==> src/rtl/lph_pkg.sv <==
package lph_pkg;

  localparam int TABLE_SIZE = 32;
  localparam int SLOT_W     = $clog2(TABLE_SIZE);
  localparam int CNT_W      = $clog2(TABLE_SIZE + 1);
  localparam int KEY_W      = 31;
  localparam int VAL_W      = 32;
  localparam int IDX_W      = 5;
  localparam int CNT_OUT_W  = 6;

  typedef enum logic [1:0] {
    OP_INSERT = 2'd0,
    OP_REMOVE = 2'd1,
    OP_READ   = 2'd2,
    OP_NOP    = 2'd3
  } op_t;

  typedef enum logic [1:0] {
    ST_OK        = 2'd0,
    ST_FULL      = 2'd1,
    ST_EMPTY     = 2'd2,
    ST_NOT_FOUND = 2'd3
  } status_t;

  typedef enum logic [2:0] {
    S_IDLE,
    S_INSERT,
    S_REMOVE,
    S_READ,
    S_HOLD
  } seq_state_t;

  typedef struct packed {
    op_t               opcode;
    logic [KEY_W-1:0]  key_in;
    logic [VAL_W-1:0]  value_in;
    logic [IDX_W-1:0]  slot_select;
  } in_item_t;

  typedef struct packed {
    status_t              status;
    logic [IDX_W-1:0]     slot_index;
    logic                 slot_valid;
    logic [KEY_W-1:0]     slot_key;
    logic [VAL_W-1:0]     slot_value;
    logic [CNT_OUT_W-1:0] entry_count;
  } out_item_t;

  typedef struct packed {
    logic              we;
    logic [SLOT_W-1:0] waddr;
    logic [KEY_W-1:0]  wkey;
    logic [VAL_W-1:0]  wval;
    logic [SLOT_W-1:0] raddr;
  } ram_req_t;

  function automatic logic [SLOT_W-1:0] next_slot(input logic [SLOT_W-1:0] s);
    logic [SLOT_W-1:0] n;
    n = (s == SLOT_W'(TABLE_SIZE - 1)) ? '0 : s + 1'b1;
    return n;
  endfunction

  function automatic out_item_t mk_result(input status_t          st,
                                          input logic [IDX_W-1:0] idx,
                                          input logic             vld,
                                          input logic [KEY_W-1:0] k,
                                          input logic [VAL_W-1:0] v,
                                          input logic [CNT_W-1:0] cnt);
    out_item_t r;
    r.status      = st;
    r.slot_index  = idx;
    r.slot_valid  = vld;
    r.slot_key    = k;
    r.slot_value  = v;
    r.entry_count = CNT_OUT_W'(cnt);
    return r;
  endfunction

endpackage

==> src/rtl/lph_slot_ram.sv <==
module lph_slot_ram
  import lph_pkg::*;
(
  input  logic             clk,
  input  ram_req_t         ram_req,
  output logic [KEY_W-1:0] rd_key,
  output logic [VAL_W-1:0] rd_val
);

  logic [KEY_W-1:0] key_mem [TABLE_SIZE];
  logic [VAL_W-1:0] val_mem [TABLE_SIZE];
  logic [KEY_W-1:0] rd_key_r;
  logic [VAL_W-1:0] rd_val_r;

  always_ff @(posedge clk) begin
    if (ram_req.we) begin
      key_mem[ram_req.waddr] <= ram_req.wkey;
      val_mem[ram_req.waddr] <= ram_req.wval;
    end
    rd_key_r <= key_mem[ram_req.raddr];
    rd_val_r <= val_mem[ram_req.raddr];
  end

  assign rd_key = rd_key_r;
  assign rd_val = rd_val_r;

endmodule

==> src/rtl/lph_seq.sv <==
module lph_seq
  import lph_pkg::*;
(
  input  logic             clk,
  input  logic             rst_n,
  input  logic             in_valid,
  input  in_item_t         in_data,
  output logic             in_stall,
  output ram_req_t         ram_req,
  input  logic [KEY_W-1:0] rd_key,
  input  logic [VAL_W-1:0] rd_val,
  output logic             res_valid,
  output out_item_t        res_data,
  input  logic             res_ready
);

  seq_state_t        state_r, state_nxt;
  logic [SLOT_W-1:0] ptr_r, ptr_nxt;
  logic [SLOT_W-1:0] cmp_ptr_r, cmp_ptr_nxt;
  logic              cmp_vld_r, cmp_vld_nxt;
  logic [CNT_W-1:0]  iss_cnt_r, iss_cnt_nxt;
  logic [CNT_W-1:0]  count_r, count_nxt;
  logic [TABLE_SIZE-1:0] used_r, used_nxt;
  logic [KEY_W-1:0]  key_r, key_nxt;
  logic [VAL_W-1:0]  val_r, val_nxt;
  logic [IDX_W-1:0]  sel_r, sel_nxt;
  out_item_t         res_r, res_nxt;
  logic [SLOT_W-1:0] home;
  logic              hit;
  logic              rd_vld;

  assign home = SLOT_W'(in_data.key_in % TABLE_SIZE);
  assign hit  = cmp_vld_r && used_r[cmp_ptr_r] && (rd_key == key_r);
  assign rd_vld = (32'(sel_r) < TABLE_SIZE) && used_r[SLOT_W'(sel_r)];

  always_ff @(posedge clk) begin
    if (!rst_n) begin
      state_r   <= S_IDLE;
      cmp_vld_r <= 1'b0;
      iss_cnt_r <= '0;
      count_r   <= '0;
      used_r    <= '0;
    end else begin
      state_r   <= state_nxt;
      cmp_vld_r <= cmp_vld_nxt;
      iss_cnt_r <= iss_cnt_nxt;
      count_r   <= count_nxt;
      used_r    <= used_nxt;
    end
  end

  always_ff @(posedge clk) begin
    ptr_r     <= ptr_nxt;
    cmp_ptr_r <= cmp_ptr_nxt;
    key_r     <= key_nxt;
    val_r     <= val_nxt;
    sel_r     <= sel_nxt;
    res_r     <= res_nxt;
  end

  always_comb begin
    state_nxt     = state_r;
    ptr_nxt       = ptr_r;
    cmp_ptr_nxt   = cmp_ptr_r;
    cmp_vld_nxt   = 1'b0;
    iss_cnt_nxt   = iss_cnt_r;
    count_nxt     = count_r;
    used_nxt      = used_r;
    key_nxt       = key_r;
    val_nxt       = val_r;
    sel_nxt       = sel_r;
    res_nxt       = res_r;
    in_stall      = (state_r != S_IDLE);
    res_valid     = 1'b0;
    ram_req.we    = 1'b0;
    ram_req.waddr = ptr_r;
    ram_req.wkey  = key_r;
    ram_req.wval  = val_r;
    ram_req.raddr = ptr_r;

    unique case (state_r)
      S_IDLE: begin
        ram_req.raddr = SLOT_W'(in_data.slot_select);
        if (in_valid) begin
          key_nxt     = in_data.key_in;
          val_nxt     = in_data.value_in;
          sel_nxt     = in_data.slot_select;
          ptr_nxt     = home;
          iss_cnt_nxt = '0;
          unique case (in_data.opcode)
            OP_INSERT: begin
              if (count_r == CNT_W'(TABLE_SIZE)) begin
                res_nxt   = mk_result(ST_FULL, '0, 1'b0, '0, '0, count_r);
                state_nxt = S_HOLD;
              end else begin
                state_nxt = S_INSERT;
              end
            end
            OP_REMOVE: begin
              if (count_r == '0) begin
                res_nxt   = mk_result(ST_EMPTY, '0, 1'b0, '0, '0, count_r);
                state_nxt = S_HOLD;
              end else begin
                state_nxt = S_REMOVE;
              end
            end
            OP_READ: state_nxt = S_READ;
            default: begin
              res_nxt   = mk_result(ST_OK, '0, 1'b0, '0, '0, count_r);
              state_nxt = S_HOLD;
            end
          endcase
        end
      end
      S_INSERT: begin
        if (!used_r[ptr_r]) begin
          ram_req.we      = 1'b1;
          used_nxt[ptr_r] = 1'b1;
          count_nxt       = count_r + 1'b1;
          res_nxt   = mk_result(ST_OK, IDX_W'(ptr_r), 1'b0, '0, '0, count_nxt);
          state_nxt = S_HOLD;
        end else begin
          ptr_nxt = next_slot(ptr_r);
        end
      end
      S_REMOVE: begin
        // reads issued back to back; each compare runs in the cycle after its read
        if (hit) begin
          used_nxt[cmp_ptr_r] = 1'b0;
          count_nxt           = count_r - 1'b1;
          res_nxt   = mk_result(ST_OK, IDX_W'(cmp_ptr_r), 1'b0, '0, '0, count_nxt);
          state_nxt = S_HOLD;
        end else if (iss_cnt_r != CNT_W'(TABLE_SIZE)) begin
          cmp_vld_nxt = 1'b1;
          cmp_ptr_nxt = ptr_r;
          ptr_nxt     = next_slot(ptr_r);
          iss_cnt_nxt = iss_cnt_r + 1'b1;
        end else if (!cmp_vld_r) begin
          res_nxt   = mk_result(ST_NOT_FOUND, '0, 1'b0, '0, '0, count_r);
          state_nxt = S_HOLD;
        end
      end
      S_READ: begin
        res_nxt = mk_result(ST_OK, sel_r, rd_vld,
                            rd_vld ? rd_key : '0,
                            rd_vld ? rd_val : '0, count_r);
        state_nxt = S_HOLD;
      end
      S_HOLD: begin
        res_valid = 1'b1;
        if (res_ready) begin
          state_nxt = S_IDLE;
        end
      end
      default: state_nxt = S_IDLE;
    endcase
  end

  assign res_data = res_r;

endmodule

==> src/rtl/lph_out_stage.sv <==
module lph_out_stage
  import lph_pkg::*;
(
  input  logic      clk,
  input  logic      rst_n,
  input  logic      res_valid,
  input  out_item_t res_data,
  output logic      res_ready,
  output logic      out_valid,
  output out_item_t out_data,
  input  logic      out_stall
);

  logic      out_valid_r, out_valid_nxt;
  out_item_t out_data_r, out_data_nxt;

  assign res_ready = !out_valid_r || !out_stall;

  always_comb begin
    out_valid_nxt = out_valid_r;
    out_data_nxt  = out_data_r;
    if (res_ready) begin
      out_valid_nxt = res_valid;
      if (res_valid) begin
        out_data_nxt = res_data;
      end
    end
  end

  always_ff @(posedge clk) begin
    if (!rst_n) begin
      out_valid_r <= 1'b0;
    end else begin
      out_valid_r <= out_valid_nxt;
    end
  end

  always_ff @(posedge clk) begin
    out_data_r <= out_data_nxt;
  end

  assign out_valid = out_valid_r;
  assign out_data  = out_data_r;

endmodule

==> src/rtl/linear_probe_hash_table.sv <==
// Channel  | Ports                          | Moves
// ---------+--------------------------------+------------------------------
// input    | in_valid, in_stall, in_data    | one operation per transaction
// result   | out_valid, out_stall, out_data | one result per transaction
//
// Insert probes one slot a cycle from home until a slot is free, then hands over.
// Remove streams one slot RAM read a cycle and compares each registered read
// against the key, then hands over.
// Read-slot reads on the single RAM read port; full/empty/nop go straight to hold.
// rst_n clears occupancy flags and count; slot RAM is not cleared.
// A finished result sits in the output register while the next op is taken.
module linear_probe_hash_table
  import lph_pkg::*;
(
  input  logic      clk,
  input  logic      rst_n,
  input  logic      in_valid,
  output logic      in_stall,
  input  in_item_t  in_data,
  output logic      out_valid,
  input  logic      out_stall,
  output out_item_t out_data
);

  ram_req_t         ram_req;
  logic [KEY_W-1:0] rd_key;
  logic [VAL_W-1:0] rd_val;
  logic             res_valid;
  logic             res_ready;
  out_item_t        res_data;

  lph_slot_ram u_ram (
    .clk     (clk),
    .ram_req (ram_req),
    .rd_key  (rd_key),
    .rd_val  (rd_val)
  );

  lph_seq u_seq (
    .clk       (clk),
    .rst_n     (rst_n),
    .in_valid  (in_valid),
    .in_data   (in_data),
    .in_stall  (in_stall),
    .ram_req   (ram_req),
    .rd_key    (rd_key),
    .rd_val    (rd_val),
    .res_valid (res_valid),
    .res_data  (res_data),
    .res_ready (res_ready)
  );

  lph_out_stage u_out (
    .clk       (clk),
    .rst_n     (rst_n),
    .res_valid (res_valid),
    .res_data  (res_data),
    .res_ready (res_ready),
    .out_valid (out_valid),
    .out_data  (out_data),
    .out_stall (out_stall)
  );

endmodule

==> config.mk <==
export PLATFORM = sky130hd
export DESIGN_NAME = linear_probe_hash_table
export DESIGN_NICKNAME = d
export VERILOG_FILES = /design/src/rtl/lph_pkg.sv /design/src/rtl/lph_slot_ram.sv /design/src/rtl/lph_seq.sv /design/src/rtl/lph_out_stage.sv /design/src/rtl/linear_probe_hash_table.sv
export SDC_FILE = /design/constraint.sdc
export NUM_CORES = 2
export LEC_CHECK = 0
export ABC_AREA = 1
export BUFFER_PORTS_ARGS = -buffer_cell sky130_fd_sc_hd__buf_4
export CAP_MARGIN = 15
export CORE_MARGIN = 5
export CORE_UTILIZATION = 66
export DETAILED_ROUTE_END_ITERATION = 8
export PLACE_DENSITY_LB_ADDON = 0.05
export SYNTH_ARGS = -nofsm -noshare
export SYNTH_HDL_FRONTEND = slang
export SYNTH_SLANG_ARGS = --single-unit
==> constraint.sdc <==
create_clock -name clk -period 16.2 [get_ports clk]
set_input_delay 2.43 -clock clk [delete_from_list [all_inputs] [get_ports clk]]
set_output_delay 2.43 -clock clk [all_outputs]
set_load 0.05 [all_outputs]
Yosys cells after proc, flatten, opt, wreduce, memory -nomap -nowiden
Memory sizes are Yosys's and may differ from the RTL's. A register that Yosys moved wholly into a read port is not among the register bits.
Index checks and enable logic that the tools add are counted.
{"block": "totals", "output_inout_bits": 79, "input_bits": 74, "regBits": 281, "mem_bits_rw": 2016, "elab_cells": 140, "memories": 2}
{"block": "classes", "n_addsub": 4, "mux": 54, "n_eq_ne": 22, "n_reduce_logical": 24, "bitwise": 6, "order_cmp": 5}
{"memory": "u_ram.val_mem", "words": 32, "word_bits": 32, "rd": 1, "rd_clocked_by_memory_dff": 1, "wr": 1, "line_no": "lph_slot_ram.sv:11", "source": "logic [VAL_W-1:0] val_mem [TABLE_SIZE];"}
{"memory": "u_ram.key_mem", "words": 32, "word_bits": 31, "rd": 1, "rd_clocked_by_memory_dff": 1, "wr": 1, "line_no": "lph_slot_ram.sv:10", "source": "logic [KEY_W-1:0] key_mem [TABLE_SIZE];"}
{"op": "77-bit two-way mux", "count": 7}
{"op": "77-bit case mux with 4 select lines", "count": 1}
{"op": "77-bit case mux with 3 select lines", "count": 1}
{"op": "32-bit two-way mux", "count": 3}
{"op": "32-bit case mux with 2 select lines", "count": 1}
{"op": "32-bit bitwise AND", "count": 1}
{"op": "32-bit NOT", "count": 1}
{"op": "32-bit bitwise OR", "count": 1}
{"op": "31-bit == test", "count": 1}
{"op": "31-bit two-way mux", "count": 1}
{"op": "5-bit two-way mux", "count": 6}
{"op": "6-bit two-way mux", "count": 5}
{"op": "3-bit two-way mux", "count": 8}
{"op": "6-bit case mux with 2 select lines", "count": 2}
{"op": "5-bit by 6-bit less-than comparator with 1-bit output, second input constant", "count": 3}
{"op": "1-bit binary-select mux with 5-bit select", "count": 3}
{"op": "3-bit case mux with 5 select lines", "count": 1}
{"op": "5-bit case mux with 3 select lines", "count": 1}
{"op": "6-bit by 1-bit adder with 6-bit output, second input constant", "count": 2}
{"op": "1-bit two-way mux", "count": 11}
{"op": "1-bit demux with 5-bit select", "count": 2}
{"op": "5-bit by 1-bit >= comparator with 1-bit output, second input constant", "count": 2}
{"op": "2-bit inequality test, second input constant", "count": 5}
{"op": "5-bit AND reduction", "count": 2}
{"op": "other kinds (29)", "count": 44}

Logic depth before layout (Yosys ltp)
{"block": "depth", "ltp_word": 8, "depth_mapped": 18, "mapped_depth_nobuf": 17}

By module
A second synthesis with hierarchy kept.
{"block": "hier_totals", "cells_unflattened": 7854, "area_unflattened_um2": 94095.2}
{"mod": "lph_slot_ram", "area_each_um2": 81639.5, "cells_each": 6648, "n_inst": 1, "seq_area_each_um2": 61799.3}
{"mod": "lph_seq", "area_each_um2": 10095.9, "cells_each": 1123, "n_inst": 1, "seq_area_each_um2": 5615.4}
{"mod": "lph_out_stage", "area_each_um2": 2359.8, "cells_each": 83, "n_inst": 1, "seq_area_each_um2": 2332.2}

Worst setup path after synthesis
No wires, ideal clock.
{"block": "synth_path", "path_kind": "in2reg", "from": "input port out_stall", "to": "register u_out.out_data_r, in the netlist u_out.out_data[0] (enable)", "path_slack_ps": 9482, "setup_time_ps": 538, "arrival_time_ps": 6181, "stages": 1, "t_required_ps": 15662, "path_buffers": 0, "cell_sequence": "a21oi_1"}
{"block": "synth_between", "elab_chain_cells": 3}
{"item": "start, declared", "line_no": "linear_probe_hash_table.sv:21", "source": "input logic out_stall,"}
{"item": "1-bit logical NOT", "line_no": "lph_out_stage.sv:17", "source": "assign res_ready = !out_valid_r || !out_stall;"}
{"item": "1-bit logical OR", "line_no": "lph_out_stage.sv:17"}
{"item": "2-bit AND reduction (no line)"}
{"item": "end signal, assigned", "line_no": "lph_out_stage.sv:39", "source": "out_data_r <= out_data_nxt;"}
{"item": "end, declared", "line_no": "lph_out_stage.sv:15", "source": "out_item_t out_data_r, out_data_nxt;"}
Every way passes these cells.
A chain may end at the register's enable or synchronous reset.

Worst setup path after layout
{"block": "layout_path", "from": "input port in_data[0] (netlist name)", "to": "register u_ram.rd_val_r[11], in the netlist u_ram.rd_val[11] (read register of u_ram.val_mem)"}
{"block": "layout_between", "elab_chain_cells": 1}
{"item": "start, declared", "line_no": "linear_probe_hash_table.sv:19", "source": "input in_item_t in_data,"}
{"item": "5-bit two-way mux", "line_no": "lph_seq.sv:81", "source": "unique case (state_r)"}
{"item": "end, declared", "line_no": "lph_slot_ram.sv:13", "source": "logic [VAL_W-1:0] rd_val_r;"}
Every way passes these cells.

==> flow_metrics.py <==
metrics = {
    "floorplanning": {
        "die_area_sq_um": 149000,
        "die_width_microns": 386,
        "pin_count": 153,
        "fp.dieH_microns": 386,
        "initial_core_util_pct": 66.6,
        "design.core.area_sq_um": 140000,
        "placement_rows": 137,
    },
    "worst_setup_path": {
        "crit_path_top_delay_cell": "sky130_fd_sc_hd__buf_4",
        "timing.critical_path.from": "in_data[0]",
        "cp_data_required_time_ps": 16990,
        "r2r_start": "u_seq.state_r[2]$_SDFFE_PN0P_",
        "timing.setup.critical_path_class": "primary input to flop",
        "worst_ep_arrival_time_ps": 7050,
        "crit_fanout": 222,
        "critical_path.startpoint_type": "primary input",
        "end_kind": "flop",
        "r2r.worst_path.cells": 14,
        "crit_path_max_incr_delay_ps": 860,
        "timing.critical_path.cells": "buf_4 > nand2_1 > nand2_8 > buf_4 > buf_12 > buf_4 > o21ai_0 > o22ai_1 > nand2_1 > nand3_1 > nand3_1 > nand2_1",
    },
    "cts": {
        "cts.hold.buffers_added": 0,
        "post_cts.resized_instances": 0,
        "ctsLongestPathBuffers": 3,
        "post-cts-setup-buffer-count": 0,
        "tritoncts": "done",
        "cts_sinks": 2360,
        "worstSkewPairLatency_ps": 860,
        "cts_root_buf": "sky130_fd_sc_hd__clkbuf_16",
        "worst_setup_hold_path_clk_slew_ps": 60,
        "cts-buffers-inserted": 225,
        "htreeDepth": 4,
    },
    "pwr": {
        "maximum_ir_drop_on_the_vdd_rail_mv": 0.427,
        "power_per_cell_area_nw_per_um2": 212,
        "static-leakage-power_nw": 34.5,
        "power.total_mw": 21.9,
    },
    "synth": {
        "post_synth_edffs": 2248,
        "ys_ff_latch": 2360,
        "syn-mean-instance-area_sq_um": 12.7,
        "synth.cell_area_sq_um": 93100,
        "async_flop_share_pct": 0,
        "ys.flop_type": "sky130_fd_sc_hd__edfxtp_1",
        "synthCells": 7322,
        "synth_fp_nets": 7405,
        "synth.distinct_cells": 43,
        "synth.yosys.seq_area_share_pct": 74.9,
        "synth-warning-count": 0,
    },
    "timing": {
        "final_period_util_pct": 38.7,
        "drv_slew": 0,
        "skew_ps": 30.3,
        "maxSlewHeadroom_pct": 17.0,
        "finalHoldViolations": 0,
        "finalSetupTns_ps": 0,
        "setup_viol": 0,
        "worst_pin_slew_ps": 1240,
        "timing.final.crit_period_ps": 6260,
        "rsz_0062_raised_after_global_routing": "no",
        "fmax_mhz": 160,
    },
    "route": {
        "initialDrtViolationCount": 9625,
        "drt-wirelength-per-cell_microns": 27.9,
        "count_of_unresolved_drc_violations_after_routing": 0,
        "viasPerCell": 6.61,
        "vias": 62400,
        "detail_route.wirelength_microns": 263000,
        "detail-route-antenna-nets": 0,
        "drt_pass1_iterations": 6,
    },
    "finish": {
        "fin_nets": 7439,
        "post_route_cells_drive_above_1_share_pct": 9.90,
        "layout_commonest_cell": "sky130_fd_sc_hd__edfxtp_1",
        "instances_no_fill": 9437,
        "final_instance_area_sq_um": 103000,
        "most-common-layout-cells": "sky130_fd_sc_hd__edfxtp_1 (2248), sky130_fd_sc_hd__o21ai_0 (1141), sky130_fd_sc_hd__nor2_1 (1113)",
        "n_fill_cell": 8949,
        "postLayoutCoreUtil_pct": 73.9,
        "area_overhead_vs_synth_pct": 11.0,
    },
    "grt": {
        "grt_max_degree": 254,
        "grt_antenna_before_repair": 7,
        "grt_pass1_vias": 58300,
        "wire_length_of_the_first_global_routing_pass_microns": 381000,
        "grt_remaining_overflow": 0,
        "grt_use_total_pct": 35.0,
    },
    "placement": {
        "gp_congestion": 0.926,
        "post-place-cells": 9005,
        "dpl.hpwl_microns": 127000,
        "placed_area_sq_um": 95800,
        "place.port_buffers": 152,
    },
    "run": {
        "max-cap-violations": 0,
    },
    "hold_path": {
        "min-delay-path-class": "flop to flop",
        "hold_start": "u_seq.res_data[76]$_DFFE_PP_",
        "whs_path_depth": 0,
    },
    "run_status": {
        "run_status": "complete, no violations",
    },
}
cell usage after synthesis, drive strengths merged (68+ instances only):
cell	count	area, sq um
inv	177	669
nand3	339	1700
dfxtp	112	2240
nand2	912	3550
edfxtp	2248	67500
o211ai	68	510
a21oi	87	552
o22ai	414	2590
o21ai	1177	5910
clkbuf	283	1060
o221ai	68	596
buf	201	1140
nor2	1119	4230
registers in the layout, summed over array words and instances, names as in the netlist:
| name | cells |
|---|---|
| u_seq.used_r | 32 |
| u_ram.rd_key | 31 |
| u_seq.state_r | 3 |
| u_seq.cmp_ptr_r | 5 |
| u_seq.iss_cnt_r | 6 |
| u_seq.cmp_vld_r | 1 |
| u_seq.res_data | 77 |
| u_seq.ptr_r | 5 |
| u_ram.key_mem | 992 |
| u_out.out_data | 77 |
| u_seq.val_r | 32 |
| u_ram.val_mem | 1024 |
| u_seq.count_r | 6 |
| u_seq.key_r | 31 |
| u_seq.sel_r | 5 |
| u_ram.rd_val | 32 |
| u_out.out_valid | 1 |
final cells by class:
| class | instances | area, sq um | share of cell area (%) |
|---|---|---|---|
| well taps | 1876 | 2350 | 2.27 |
| multi-input cells | 4300 | 20700 | 20.1 |
| inverters | 178 | 696 | 0.673 |
| diodes | 3 | 7.51 | 0.00726 |
| repair buffers | 291 | 2270 | 2.20 |
| clock inverters | 131 | 1390 | 1.34 |
| flip-flops and latches | 2360 | 69700 | 67.5 |
| clock buffers | 298 | 6170 | 5.97 |
per-layer routing:
metal / share of wire [%] / GRT usage (%) / vias to the layer above / routed length, microns
met5: 0 / 0 / - / 0
met4: 4.3 / 14.1 / 0 / 11300
met3: 12 / 6.88 / 652 / 32400
met2: 46 / 54.4 / 4402 / 122000
met1: 37 / 49.8 / 30500 / 97600
li1: - / - / 26800 / -
metrics by stage:
stage | worst slack (ps) | hold WS, ps
after CTS | 10260 | 417
after floorplan | 9480 | 400
after global routing | 9760 | 423
after global placement | 9490 | 400
final | 9940 | 418
after detailed placement | 9370 | 405
cells by family after synthesis:
kind of cell	share of synthesized area, %
AO/OA/AOI/OAI	11.3
XOR/XNOR	0.141
adder cells (fa/ha/maj)	0.121
buffers and inverters	3.09
flip-flops	74.9
AND/OR/NAND/NOR	10.5
power by group:
group          internal [mW]  switching (mW)
Combinational           2.25            6.32
Sequential              7.53           0.441
Clock                   3.11            2.24
Total                   12.9            9.00
critical path, delay by kind of cell:
| kind | cells | cell delay (ps) |
|---|---|---|
| buffers and inverters | 4 | 2480 |
| AOI/OAI and AO/OA | 2 | 440 |
| and+or+nand+nor | 6 | 1160 |
final timing paths:
kind | end | slack [ps]
worst min-delay path | u_out.out_data[76]$_DFFE_PP_ | 420
worst max-delay path | u_ram.rd_val[11]$_DFF_P_ | 9940
worst max register to register | u_ram.rd_val[11]$_DFF_P_ | 10660
worst min register to register | u_out.out_data[76]$_DFFE_PP_ | 420
No activity file was read; power rests on OpenSTA's default activity.
